[config.mk]
export PLATFORM = sky130hd
export DESIGN_NAME = edf_tick_scheduler
export DESIGN_NICKNAME = d
export VERILOG_FILES = /design/src/ets_pkg.sv /design/src/ets_entry_eval.sv /design/src/edf_tick_scheduler.sv
export SDC_FILE = /design/constraint.sdc
export NUM_CORES = 2
export LEC_CHECK = 0
export ABC_CLOCK_PERIOD_IN_PS = 18200
export BUFFER_PORTS_ARGS = -buffer_cell sky130_fd_sc_hd__buf_2
export CAP_MARGIN = 40
export CORE_ASPECT_RATIO = 0.75
export CORE_MARGIN = 4
export CORE_UTILIZATION = 25
export CTS_CLUSTER_DIAMETER = 30
export DETAILED_ROUTE_END_ITERATION = 10
export GPL_TIMING_DRIVEN = 0
export HOLD_SLACK_MARGIN = 0.06
export SLEW_MARGIN = 10
export SYNTH_ARGS = -nofsm -noshare
export SYNTH_HDL_FRONTEND = slang
export SYNTH_HIERARCHICAL = 1
export SYNTH_SLANG_ARGS = --single-unit
[constraint.sdc]
create_clock -name clk_i -period 18.2 [get_ports clk_i]
set_input_delay 1.82 -clock clk_i [delete_from_list [all_inputs] [get_ports clk_i]]
set_output_delay 1.82 -clock clk_i [all_outputs]
set_load 0.005 [all_outputs]
[src/ets_pkg.sv]
// ----------------------------------------------------------------------------
// EDF tick scheduler package
// Shared constants, item codes, table entry layout and sequencer states.
// ----------------------------------------------------------------------------
`default_nettype none

package ets_pkg;

  localparam int MAX_TASKS_DEF  = 16;
  localparam int TICK_WIDTH_DEF = 16;

  localparam int FieldW   = 16;
  localparam int KindW    = 2;
  localparam int IdxInW   = 4;
  localparam int CountW   = 5;
  localparam int InDataW  = 56;
  localparam int OutDataW = 48;

  typedef enum logic [1:0] {
    KIND_LOAD    = 2'd0,
    KIND_TICK    = 2'd1,
    KIND_READ    = 2'd2,
    KIND_RESTART = 2'd3
  } kind_e;

  typedef enum logic [1:0] {
    STATUS_OK   = 2'd0,
    STATUS_MISS = 2'd1,
    STATUS_SAT  = 2'd2
  } status_e;

  typedef enum logic [2:0] {
    ST_IDLE,
    ST_SCAN,
    ST_FINISH,
    ST_READ,
    ST_OUT
  } st_e;

  // Static task parameters, written by a load item.
  typedef struct packed {
    logic [FieldW-1:0] period;
    logic [FieldW-1:0] exec;
    logic [FieldW-1:0] deadline;
  } task_t;

  // Per-entry result of the update unit.
  typedef struct packed {
    logic miss;
  } eval_flags_t;

endpackage

`default_nettype wire

[src/ets_entry_eval.sv]
// ----------------------------------------------------------------------------
// EDF entry update unit
// Checks one task entry for a deadline miss and performs its job release.
// ----------------------------------------------------------------------------
`default_nettype none

module ets_entry_eval
  import ets_pkg::*;
#(
  parameter int TICK_WIDTH = TICK_WIDTH_DEF
) (
  input  wire logic [TICK_WIDTH-1:0] time_i,
  input  wire task_t                 task_i,
  input  wire logic [FieldW-1:0]     rem_i,
  input  wire logic [TICK_WIDTH-1:0] adl_i,
  input  wire logic [TICK_WIDTH-1:0] rel_i,
  input  wire logic [FieldW-1:0]     cd_i,
  output logic      [FieldW-1:0]     rem_o,
  output logic      [TICK_WIDTH-1:0] adl_o,
  output logic      [TICK_WIDTH-1:0] rel_o,
  output logic      [FieldW-1:0]     cd_o,
  output eval_flags_t                flags_o
);

  localparam int SumW = ((TICK_WIDTH > FieldW) ? TICK_WIDTH : FieldW) + 1;
  localparam logic [TICK_WIDTH-1:0] TimeTop = {TICK_WIDTH{1'b1}};

  logic [SumW-1:0] dl_sum;
  logic            busy;
  logic            release_now;

  assign dl_sum      = SumW'(time_i) + SumW'(task_i.deadline);
  assign busy        = (rem_i != '0);
  assign release_now = (cd_i == '0);

  always_comb begin
    rem_o = rem_i;
    adl_o = adl_i;
    rel_o = rel_i;
    cd_o  = cd_i - FieldW'(1);
    if (release_now) begin
      // A new job replaces whatever was pending.
      rem_o = task_i.exec;
      adl_o = (dl_sum > SumW'(TimeTop)) ? TimeTop : dl_sum[TICK_WIDTH-1:0];
      rel_o = time_i;
      cd_o  = (task_i.period == '0) ? '0 : task_i.period - FieldW'(1);
    end
    flags_o.miss = busy && ((adl_i <= time_i) || release_now);
  end

endmodule

`default_nettype wire

[src/edf_tick_scheduler.sv]
// ----------------------------------------------------------------------------
// EDF tick scheduler
// Earliest-deadline-first scheduler that advances time by one tick per tick item until time saturates.
// ----------------------------------------------------------------------------
// A tick walks the active task entries (the smaller of task_count and
// MAX_TASKS, called n) one per clock through a single entry update unit fed
// by the registered read of the task tables, then runs the chosen job in
// FINISH and sends its result beat from OUT; a tick at saturated time goes
// straight to OUT, as do load and restart items, while a worst-response
// read passes through READ. Only one item is in flight, and the input is
// ready again once the result beat has entered the output register.
`default_nettype none

module edf_tick_scheduler
  import ets_pkg::*;
#(
  parameter int MAX_TASKS  = MAX_TASKS_DEF,
  parameter int TICK_WIDTH = TICK_WIDTH_DEF
) (
  input  wire logic                clk_i,
  input  wire logic                rst_ni,
  // Configuration: task_count.
  input  wire logic                cfg_valid_i,
  output logic                     cfg_ready_o,
  input  wire logic [CountW-1:0]   cfg_data_i,
  input  wire logic                s_axis_tvalid,
  output logic                     s_axis_tready,
  // tdata: task_index[3:0], period_value[19:4], exec_time[35:20],
  //        rel_deadline[51:36], zero fill[55:52]
  input  wire logic [InDataW-1:0]  s_axis_tdata,
  // tuser: kind[1:0]
  input  wire logic [KindW-1:0]    s_axis_tuser,
  output logic                     m_axis_tvalid,
  input  wire logic                m_axis_tready,
  // tdata: status[1:0], idle[2], run_task[6:3], job_done[7],
  //        response_time[23:8], wcrt_valid[24], wcrt_value[40:25],
  //        zero fill[47:41]
  output logic [OutDataW-1:0]      m_axis_tdata
);

  localparam int TW    = TICK_WIDTH;
  localparam int IdxW  = (MAX_TASKS > 1) ? $clog2(MAX_TASKS) : 1;
  localparam int NW    = ($clog2(MAX_TASKS + 1) > CountW) ? $clog2(MAX_TASKS + 1) : CountW;
  localparam int ExtW  = IdxW + IdxInW;
  localparam int RespW = (TW > FieldW) ? TW : FieldW;
  localparam logic [TW-1:0] TimeTop = {TW{1'b1}};

  typedef struct packed {
    logic [FieldW-1:0] rem;
    logic [TW-1:0]     adl;
    logic [TW-1:0]     rel;
    logic [FieldW-1:0] cd;
    logic [FieldW-1:0] wcrt;
    logic              seen;
  } row_t;

  // Input unpacking.
  kind_e            in_kind;
  logic [ExtW-1:0]  in_ext;
  logic             in_range;
  logic [IdxW-1:0]  in_addr;
  task_t            in_task;
  logic             s_fire;

  assign in_kind         = kind_e'(s_axis_tuser);
  assign in_ext          = ExtW'(s_axis_tdata[3:0]);
  assign in_range        = in_ext < ExtW'(MAX_TASKS);
  assign in_addr         = in_ext[IdxW-1:0];
  assign in_task.period   = s_axis_tdata[19:4];
  assign in_task.exec     = s_axis_tdata[35:20];
  assign in_task.deadline = s_axis_tdata[51:36];

  // Control state.
  st_e                  state_q, state_d;
  logic [TW-1:0]        time_q, time_d;
  logic                 miss_q, miss_d;
  logic [CountW-1:0]    task_count_q;
  logic [MAX_TASKS-1:0] row_vld_q, row_vld_d;
  logic [NW-1:0]        scan_q, scan_d;
  logic [NW-1:0]        n_q, n_d;
  logic                 rd_pend_q, rd_pend_d;
  logic                 c_v_q, c_v_d;
  logic                 best_v_q, best_v_d;
  logic                 m_valid_q, m_valid_d;

  // Payload registers.
  logic [IdxW-1:0]      rd_idx_q, rd_idx_d;
  row_t                 c_row_q, c_row_d;
  logic [IdxW-1:0]      c_idx_q, c_idx_d;
  row_t                 best_row_q, best_row_d;
  logic [IdxW-1:0]      best_idx_q, best_idx_d;
  logic                 in_range_q, in_range_d;
  logic                 r_idle_q, r_idle_d;
  logic [3:0]           r_run_q, r_run_d;
  logic                 r_done_q, r_done_d;
  logic [FieldW-1:0]    r_resp_q, r_resp_d;
  logic                 r_wv_q, r_wv_d;
  logic [FieldW-1:0]    r_wval_q, r_wval_d;
  logic [OutDataW-1:0]  out_data_q, out_data_d;

  // Memories and their registered read ports.
  task_t                task_mem [MAX_TASKS];
  row_t                 run_mem  [MAX_TASKS];
  task_t                rd_task_q;
  row_t                 rd_row_q;
  logic                 vld_rd_q;
  logic [IdxW-1:0]      rd_addr;
  logic                 tk_we;
  logic                 wr_en;
  logic [IdxW-1:0]      wr_addr;
  row_t                 wr_row;

  row_t                 eff_row;
  row_t                 ev_row;
  eval_flags_t          ev_flags;
  logic [NW-1:0]        n_eff;
  logic                 c_better;
  logic [TW-1:0]        resp_diff;
  logic [RespW-1:0]     resp_ext;
  logic [FieldW-1:0]    resp_sat;
  logic                 fin_done;
  logic [FieldW-1:0]    fin_wcrt;
  logic [ExtW-1:0]      best_ext;
  status_e              status;

  assign s_fire        = s_axis_tvalid && s_axis_tready;
  assign s_axis_tready = (state_q == ST_IDLE);
  assign cfg_ready_o   = 1'b1;
  assign m_axis_tvalid = m_valid_q;
  assign m_axis_tdata  = out_data_q;

  assign n_eff   = (NW'(task_count_q) < NW'(MAX_TASKS)) ? NW'(task_count_q) : NW'(MAX_TASKS);
  assign rd_addr = (state_q == ST_IDLE) ? in_addr : scan_q[IdxW-1:0];
  assign tk_we   = s_fire && (in_kind == KIND_LOAD) && in_range;
  // A row never written since reset or restart reads as all zero.
  assign eff_row = vld_rd_q ? rd_row_q : '0;

  ets_entry_eval #(
    .TICK_WIDTH(TW)
  ) u_eval (
    .time_i (time_q),
    .task_i (rd_task_q),
    .rem_i  (eff_row.rem),
    .adl_i  (eff_row.adl),
    .rel_i  (eff_row.rel),
    .cd_i   (eff_row.cd),
    .rem_o  (ev_row.rem),
    .adl_o  (ev_row.adl),
    .rel_o  (ev_row.rel),
    .cd_o   (ev_row.cd),
    .flags_o(ev_flags)
  );
  assign ev_row.wcrt = eff_row.wcrt;
  assign ev_row.seen = eff_row.seen;

  // Equal deadlines go to the earlier release; full ties keep the earlier entry, which favors the lower index.
  assign c_better = (c_row_q.rem != '0) &&
                    (!best_v_q || (c_row_q.adl < best_row_q.adl) ||
                     ((c_row_q.adl == best_row_q.adl) && (c_row_q.rel < best_row_q.rel)));

  assign resp_diff = time_q - best_row_q.rel;
  assign resp_ext  = RespW'(resp_diff);
  assign resp_sat  = (resp_ext > RespW'(16'hFFFF)) ? 16'hFFFF : resp_ext[FieldW-1:0];
  assign fin_done  = (best_row_q.rem == FieldW'(1));
  assign fin_wcrt  = (fin_done && (!best_row_q.seen || (resp_sat >= best_row_q.wcrt))) ?
                     resp_sat : best_row_q.wcrt;
  assign best_ext  = ExtW'(best_idx_q);

  always_comb begin
    if (time_q == TimeTop) begin
      status = STATUS_SAT;
    end else if (miss_q) begin
      status = STATUS_MISS;
    end else begin
      status = STATUS_OK;
    end
  end

  always_comb begin
    state_d    = state_q;
    time_d     = time_q;
    miss_d     = miss_q;
    row_vld_d  = row_vld_q;
    scan_d     = scan_q;
    n_d        = n_q;
    rd_pend_d  = 1'b0;
    c_v_d      = 1'b0;
    best_v_d   = best_v_q;
    m_valid_d  = m_valid_q && !m_axis_tready;
    rd_idx_d   = rd_idx_q;
    c_row_d    = c_row_q;
    c_idx_d    = c_idx_q;
    best_row_d = best_row_q;
    best_idx_d = best_idx_q;
    in_range_d = in_range_q;
    r_idle_d   = r_idle_q;
    r_run_d    = r_run_q;
    r_done_d   = r_done_q;
    r_resp_d   = r_resp_q;
    r_wv_d     = r_wv_q;
    r_wval_d   = r_wval_q;
    out_data_d = out_data_q;
    wr_en      = 1'b0;
    wr_addr    = rd_idx_q;
    wr_row     = ev_row;

    case (state_q)
      ST_IDLE: begin
        if (s_fire) begin
          r_idle_d = 1'b0;
          r_run_d  = '0;
          r_done_d = 1'b0;
          r_resp_d = '0;
          r_wv_d   = 1'b0;
          r_wval_d = '0;
          case (in_kind)
            KIND_LOAD: begin
              state_d = ST_OUT;
            end
            KIND_TICK: begin
              r_idle_d = 1'b1;
              if (time_q == TimeTop) begin
                state_d = ST_OUT;
              end else begin
                scan_d   = '0;
                n_d      = n_eff;
                best_v_d = 1'b0;
                state_d  = ST_SCAN;
              end
            end
            KIND_READ: begin
              in_range_d = in_range;
              state_d    = ST_READ;
            end
            default: begin
              time_d    = '0;
              miss_d    = 1'b0;
              row_vld_d = '0;
              state_d   = ST_OUT;
            end
          endcase
        end
      end
      ST_SCAN: begin
        // Issue the read of the next entry.
        if (scan_q < n_q) begin
          scan_d    = scan_q + NW'(1);
          rd_pend_d = 1'b1;
          rd_idx_d  = scan_q[IdxW-1:0];
        end
        // Update the entry whose read data is here and write it back.
        if (rd_pend_q) begin
          c_v_d   = 1'b1;
          c_row_d = ev_row;
          c_idx_d = rd_idx_q;
          wr_en   = 1'b1;
          row_vld_d[rd_idx_q] = 1'b1;
          if (ev_flags.miss) begin
            miss_d = 1'b1;
          end
        end
        // Keep the earliest deadline seen so far.
        if (c_v_q && c_better) begin
          best_v_d   = 1'b1;
          best_row_d = c_row_q;
          best_idx_d = c_idx_q;
        end
        if ((scan_q == n_q) && !rd_pend_q && !c_v_q) begin
          state_d = ST_FINISH;
        end
      end
      ST_FINISH: begin
        if (best_v_q) begin
          r_idle_d    = 1'b0;
          r_run_d     = best_ext[3:0];
          r_done_d    = fin_done;
          r_resp_d    = fin_done ? resp_sat : '0;
          r_wv_d      = best_row_q.seen || fin_done;
          r_wval_d    = fin_wcrt;
          wr_en       = 1'b1;
          wr_addr     = best_idx_q;
          wr_row      = best_row_q;
          wr_row.rem  = best_row_q.rem - FieldW'(1);
          wr_row.wcrt = fin_wcrt;
          wr_row.seen = best_row_q.seen || fin_done;
        end
        time_d  = time_q + TW'(1);
        state_d = ST_OUT;
      end
      ST_READ: begin
        r_wv_d   = in_range_q && vld_rd_q && rd_row_q.seen;
        r_wval_d = (in_range_q && vld_rd_q) ? rd_row_q.wcrt : '0;
        state_d  = ST_OUT;
      end
      ST_OUT: begin
        if (!m_valid_q || m_axis_tready) begin
          m_valid_d  = 1'b1;
          out_data_d = {7'b0, r_wval_q, r_wv_q, r_resp_q, r_done_q, r_run_q, r_idle_q,
                        status};
          state_d    = ST_IDLE;
        end
      end
      default: begin
        state_d = ST_IDLE;
      end
    endcase
  end

  always_ff @(posedge clk_i or negedge rst_ni) begin
    if (!rst_ni) begin
      state_q      <= ST_IDLE;
      time_q       <= '0;
      miss_q       <= 1'b0;
      task_count_q <= '0;
      row_vld_q    <= '0;
      scan_q       <= '0;
      n_q          <= '0;
      rd_pend_q    <= 1'b0;
      c_v_q        <= 1'b0;
      best_v_q     <= 1'b0;
      m_valid_q    <= 1'b0;
    end else begin
      state_q   <= state_d;
      time_q    <= time_d;
      miss_q    <= miss_d;
      row_vld_q <= row_vld_d;
      scan_q    <= scan_d;
      n_q       <= n_d;
      rd_pend_q <= rd_pend_d;
      c_v_q     <= c_v_d;
      best_v_q  <= best_v_d;
      m_valid_q <= m_valid_d;
      if (cfg_valid_i) begin
        task_count_q <= cfg_data_i;
      end
    end
  end

  always_ff @(posedge clk_i) begin
    rd_idx_q   <= rd_idx_d;
    c_row_q    <= c_row_d;
    c_idx_q    <= c_idx_d;
    best_row_q <= best_row_d;
    best_idx_q <= best_idx_d;
    in_range_q <= in_range_d;
    r_idle_q   <= r_idle_d;
    r_run_q    <= r_run_d;
    r_done_q   <= r_done_d;
    r_resp_q   <= r_resp_d;
    r_wv_q     <= r_wv_d;
    r_wval_q   <= r_wval_d;
    out_data_q <= out_data_d;
    vld_rd_q   <= row_vld_q[rd_addr];
  end

  always_ff @(posedge clk_i) begin
    if (tk_we) begin
      task_mem[in_addr] <= in_task;
    end
    rd_task_q <= task_mem[rd_addr];
  end

  always_ff @(posedge clk_i) begin
    if (wr_en) begin
      run_mem[wr_addr] <= wr_row;
    end
    rd_row_q <= run_mem[rd_addr];
  end

endmodule

`default_nettype wire

== Word level (Yosys, flattened, before mapping) ==
Memories as Yosys holds them, arrays and structs flattened. A register that Yosys moved wholly into a read port is not among the register bits.
Index checks and enable logic that the tools add are counted.

* Add/subtract/negate cells: 7
* Order comparisons: 12
* Equal/unequal tests: 21
* Mux-type cells: 77
* Bitwise logic cells: 2
* Reductions and logical operators: 51

{| class="wikitable"
|+ Operators with widths
! cell !! count
|-
| $mux W16 || 16
|-
| $mux W81 || 3
|-
| $pmux W16 S2 || 3
|-
| $pmux W16 S3 || 1
|-
| $sub A16 B1 Y16 const B || 3
|-
| $logic_not A16 Y1 || 2
|-
| $lt A16 B16 Y1 || 2
|-
| $reduce_bool A16 Y1 || 2
|-
| $mux W1 || 28
|-
| $mux W5 || 5
|-
| $mux W4 || 5
|-
| $ne A2 B2 Y1 const B || 9
|-
| $add A16 B16 Y17 || 1
|-
| $gt A17 B16 Y1 const B || 1
|-
| $add A16 B1 Y16 const B || 1
|-
| $eq A16 B1 Y1 const B || 1
|-
| $eq A16 B16 Y1 || 1
|-
| $eq A16 B16 Y1 const B || 1
|-
| $ge A16 B16 Y1 || 1
|-
| $gt A16 B16 Y1 const B || 1
|-
| $le A16 B16 Y1 || 1
|-
| $or A16 B16 Y16 || 1
|-
| $sub A16 B16 Y16 || 1
|-
| $lt A4 B5 Y1 const B || 3
|-
| other kinds (34) || 77
|}

* Register bits: 311
* Memory bits (writable): 2064
* Input bits: 68
* Word-level logic and storage cells: 208
* Memories: 2

{| class="wikitable"
|+ Memory list
! name !! words !! bits a word !! rd ports !! clocked after Yosys merged registers in !! write ports !! RTL line !! text
|-
| run_mem || 16 || 81 || 1 || 1 || 1 || edf_tick_scheduler.sv:103 || <nowiki>row_t run_mem [MAX_TASKS];</nowiki>
|-
| task_mem || 16 || 48 || 1 || 1 || 1 || edf_tick_scheduler.sv:102 || <nowiki>task_t task_mem [MAX_TASKS];</nowiki>
|}

== Logic depth before layout (Yosys ltp) ==
* Depth in word-level cells: 9
* Gate-level depth with buffers: 18
* Depth with buffers taken out: 17

== Cells and area by module ==
The synthesis kept the hierarchy.

{| class="wikitable"
|+ Modules (own cells, without submodules)
! module !! instances !! cells an instance !! area an instance (um^2)
|-
| edf_tick_scheduler || 1 || 6749 || 97669.9
|-
| ets_entry_eval || 1 || 405 || 2503.7
|}

== Least setup slack after synthesis ==
Ideal clock, no wire load.

* Path type: register to register
* Start point: register state_q[2]
* End point: memory run_mem[10][0] (netlist bit) (enable)
* Library setup time: 0.521 ns
* Data arrival time: 6.918 ns
* Data required time: 17.679 ns
* Path slack: 10.761 ns
* Stages on the path, launching flop included: 7
* Buffers on the path: 1
* Clock period less this slack: 7.439 ns
* Path through: dfrtp_1 > buf_2 > nor3b_1 > nand2_1 > inv_1 > a22oi_1 > nor2_1

* Cells in the longest elaborated chain, start to end: 4

{| class="wikitable"
|+ Ends and longest elaborated chain
! item !! RTL line !! text
|-
| start: declaration || edf_tick_scheduler.sv:74 || <nowiki>st_e state_q, state_d;</nowiki>
|-
| start signal: assignment || edf_tick_scheduler.sv:323 || <nowiki>state_q <= state_d;</nowiki>
|-
| $eq A3 B2 Y1 / $eq A3 B1 Y1 (equally long branches) || edf_tick_scheduler.sv:207 || <nowiki>case (state_q)</nowiki>
|-
| $pmux W1 S2 || edf_tick_scheduler.sv:207 ||
|-
| $mux W1 || edf_tick_scheduler.sv:364 || <nowiki>if (wr_en) begin</nowiki>
|-
| $mux W1 (not written as such) || edf_tick_scheduler.sv:365 || <nowiki>run_mem[wr_addr] <= wr_row;</nowiki>
|-
| end: declaration || edf_tick_scheduler.sv:103 ||
|}

Several ways; a longest one is shown, not always the timed one.

==> flow_metrics.env <==
export IMPL_maximum_number_of_pins_on_one_net_before_global_route_repair=50
export IMPL_cp_end_kind="flip-flop"
export IMPL_clkTransAtPathRegs_ns=0.05
export IMPL_critical_path_max_stage_delay_ns=0.81
export IMPL_netlist_instances=7154
export IMPL_tritoncts_num_sinks=2503
export IMPL_drt_vias_per_instance=4.93
export IMPL_ys_flop_type="sky130_fd_sc_hd__edfxtp_1"
export IMPL_synthesis_area_per_instance_um2=14.0
export IMPL_clk_path_buf_depth=4
export IMPL_nNetsFinal=8022
export IMPL_outcome="finished clean"
export IMPL_first_pass_iters=6
export IMPL_report_power_total_mw=22.5
export IMPL_die_height_um=556
export IMPL_cts_root_buf="sky130_fd_sc_hd__clkbuf_16"
export IMPL_start_point_of_the_worst_hold_path="c_row_q[15]"
export IMPL_route_detailed_wl_per_inst_um=24.6
export IMPL_worst_ir_drop_vdd_uv=101
export IMPL_achievable_frequency_mhz=162
export IMPL_num_fill_cells=39200
export IMPL_die_width_um=739
export IMPL_route_final_wire_length_mm=331
export IMPL_grt_busiest_layer="met1"
export IMPL_synth_edf_count=2318
export IMPL_cts_tree="done"
export IMPL_clk_insertion_delay_late_ns=0.91
export IMPL_timing_critical_path_required_ns=18.91
export IMPL_cp_start_kind="flip-flop"
export IMPL_maxSlewViolCount=0
export IMPL_detail_route_iter0_violations=9800
export IMPL_yosys_area_top_type_share_pct=69.5
export IMPL_crit_type="reg -> reg"
export IMPL_crit_path_cell_trace="ha_1 -> nand2_1 -> or4b_1 -> o21ai_0 -> nand2_1 -> xnor2_1 -> inv_1 -> ha_1 -> a21o_1 -> a21oi_1 -> and3_1 -> a221oi_2 -> clkbuf_1 -> nor3_1 -> a311oi_4 -> buf_16"
export IMPL_async_reset_ff_share_pct=2.20
export IMPL_cellLeakagePower_nw=42.3
export IMPL_post_cts_setup_buffer_count=0
export IMPL_placeableCoreArea_um2=399000
export IMPL_seq_area_um2=73600
export IMPL_maxSlewHeadroom_pct=28.4
export IMPL_fp_row_count=201
export IMPL_synth_yosys_warnings=6
export IMPL_synthToLayoutAreaGrowth_pct=23.8
export IMPL_final_layout_size_suffix_gt1_share_pct=15.9
export IMPL_critical_path_slowest_cell="sky130_fd_sc_hd__a311oi_4"
export IMPL_cp_top_family="compound AO/OA/AOI/OAI gates"
export IMPL_number_of_hold_buffers_added_after_cts=0
export IMPL_cellPowerDensity_nw_per_um2=181
export IMPL_synth_cell_area_um2=100000
export IMPL_final_setup_tns_ns=0
export IMPL_io_pin_count=119
export IMPL_globalplace_congestion=0.942
export IMPL_holdWs_ns=0.410
export IMPL_floorplan_initialDensity_pct=25.1
export IMPL_placement_setup_worst_slack_ns=12.31
export IMPL_hold_end="best_row_q[15]"
export IMPL_die_area_um2=411000
export IMPL_port_buffers=104
export IMPL_gr_usage_met3_pct=5.85
export IMPL_drt_antenna_violating_nets=0
export IMPL_synth_largest_area_cell="sky130_fd_sc_hd__edfxtp_1"
export IMPL_crit_buf_inv=3
export IMPL_peak_fanout_along_the_critical_path=16
export IMPL_synth_cells_most_frequent="2318 x sky130_fd_sc_hd__edfxtp_1, 1576 x sky130_fd_sc_hd__nand2_1, 337 x sky130_fd_sc_hd__and2_1, 271 x sky130_fd_sc_hd__o21ai_0, 269 x sky130_fd_sc_hd__a211oi_1"
export IMPL_r2r_slack_ns=12.03
export IMPL_synth_area_leaders="sky130_fd_sc_hd__edfxtp_1 69%, sky130_fd_sc_hd__nand2_1 5.9%, sky130_fd_sc_hd__dfxtp_1 2.6%, sky130_fd_sc_hd__mux4_2 2.3%, sky130_fd_sc_hd__and2_1 2.1%"
export IMPL_drc=0
export IMPL_grt_pass1_vias=61500
export IMPL_r2r_end="run_mem[7][4]"
export IMPL_post_route_period_util_pct=33.9
export IMPL_post_route_worst_setup_slack_ns=12.03
export IMPL_detailroute_via_count=66400
export IMPL_global_route_usage_met2_pct=20.7
export IMPL_synth_distinct_cells=80
export IMPL_global_route_usage_total_pct=15.4
export IMPL_setup_violations=0
export IMPL_number_of_antenna_violations_at_the_first_check_in_global_routing=44
export IMPL_yosys_cell_count_top_type="sky130_fd_sc_hd__edfxtp_1"
export IMPL_layout_skew_ns=0.106
export IMPL_crit_path_start="time_q[7]"
export IMPL_grt_ovf=0
export IMPL_detailedPlacementHpwl_mm=236
export IMPL_synth_seq_cells=2503
export IMPL_grt_util_met1_pct=22.8
export IMPL_period_needed_ns=6.17
export IMPL_hold_fails_final_rpt=0
export IMPL_hold_path_class="reg -> reg"
export IMPL_tritoncts_buffers=364
export IMPL_cap_violations=0
export IMPL_cp_data_arrival_time_ns=6.88
export IMPL_synth_sequential_area_ratio_pct=73.5
export IMPL_ctsHtreeMaxLevel=5
export IMPL_worst_r2r_cell_count=16
export IMPL_global_route_wire_length_before_repair_mm=463
export IMPL_worst_slew_pin_slew_ns=1.07
export IMPL_cts_resized=0
export IMPL_multi_input_area_um2=24500
export IMPL_hold_path_cell_count=0
export IMPL_setup_repair_after_global_routing_missed_its_margin="false"
export IMPL_crit_reg2reg_launch="time_q[7]"
-- placed cells by master, fill, tap and decap left out, types with 35 or more instances in the layout --
cell                         instances
sky130_fd_sc_hd__a21oi_1           158
sky130_fd_sc_hd__a211oi_1          269
sky130_fd_sc_hd__a311oi_1           82
sky130_fd_sc_hd__bufinv_16          53
sky130_fd_sc_hd__diode_2            39
sky130_fd_sc_hd__xor2_1             39
sky130_fd_sc_hd__clkbuf_1          280
sky130_fd_sc_hd__dfxtp_1           130
sky130_fd_sc_hd__inv_1             114
sky130_fd_sc_hd__mux4_2            102
sky130_fd_sc_hd__a31oi_1           193
sky130_fd_sc_hd__clkbuf_16         379
sky130_fd_sc_hd__ha_1              110
sky130_fd_sc_hd__buf_6              39
sky130_fd_sc_hd__o21ai_1            43
sky130_fd_sc_hd__edfxtp_1         2318
sky130_fd_sc_hd__buf_12             85
sky130_fd_sc_hd__buf_4              99
sky130_fd_sc_hd__o21ai_0           223
sky130_fd_sc_hd__inv_6              35
sky130_fd_sc_hd__clkinvlp_4         38
sky130_fd_sc_hd__o221ai_1           80
sky130_fd_sc_hd__and2_1            337
sky130_fd_sc_hd__dfrtp_1            55
sky130_fd_sc_hd__xnor2_1            35
sky130_fd_sc_hd__nand3_1           182
sky130_fd_sc_hd__buf_2             235
sky130_fd_sc_hd__o22ai_1            63
sky130_fd_sc_hd__nor2_1            139
sky130_fd_sc_hd__nand2_1          1576
sky130_fd_sc_hd__nor3_1            173
-- cell families (layout without fill, tap and decap cells) --
| family | count (synthesis) | count (layout) | share of synthesized area [%] |
|---|---|---|---|
| AND/OR/NAND/NOR | 2562 | 2562 | 11.3 |
| flip-flops | 2503 | 2503 | 73.5 |
| AO/OA/AOI/OAI | 1234 | 1234 | 8.20 |
| buffers and inverters | 549 | 1538 | 2.47 |
| multiplexers | 118 | 118 | 2.47 |
| adder cells (fa/ha/maj) | 112 | 112 | 1.41 |
| XOR/XNOR | 74 | 74 | 0.647 |
| other | 2 | 47 | 0.00750 |
-- through the flow --
step | cell area (um2) | util [%] | cells
3_3_place_gp | 107000 | 26.9 | 12500
6_report | 124000 | 31.1 | 13500
3_5_place_dp | 111000 | 27.8 | 12700
2_1_floorplan | 100000 | - | 7160
5_1_grt | 124000 | 31.0 | 13400
4_1_cts | 124000 | 31.0 | 13400
-- registers in the layout (all words and copies together), names as in the netlist, 16 cells and up --
register	count
best_row_q	81
c_row_q	81
m_axis_tdata	41
r_resp_q	16
r_wval_q	16
rd_row_q	81
rd_task_q	48
row_vld_q	16
run_mem	1296
task_mem	768
time_q	16
-- final cells by class --
cell class / instances / area share (%)
sequential: 2503 / 59.3
multi-input combinational: 4108 / 19.8
clock buffer: 433 / 7.96
tap: 5278 / 5.33
timing repair buffer: 316 / 3.06
clock inverter: 240 / 2.46
buffer: 434 / 1.65
inverter: 115 / 0.352
antenna: 39 / 0.0787
-- power breakdown --
part / switching (mW) / internal (mW)
Clock: 2.73 / 4.67
Combinational: 5.35 / 2.04
Sequential: 0.345 / 7.31
-- routing by layer --
layer	routed length (um)	share of wire, %
met5	27	0.0082
met4	8860	2.7
met3	47900	14
met2	130000	39
met1	144000	43
-- how the worst max path moves through the flow --
stage                          end  slack (ns)  depth (start not counted)
finish               run_mem[7][4]       12.03                         16
detailed placement   run_mem[7][4]       12.31                         16
global route         run_mem[7][4]       11.89                         16
CTS                  run_mem[8][4]       12.29                         16
global placement     run_mem[6][0]        4.19                          6
floorplan           run_mem[10][0]       10.76                          6
(Power assumes the default switching activity.)
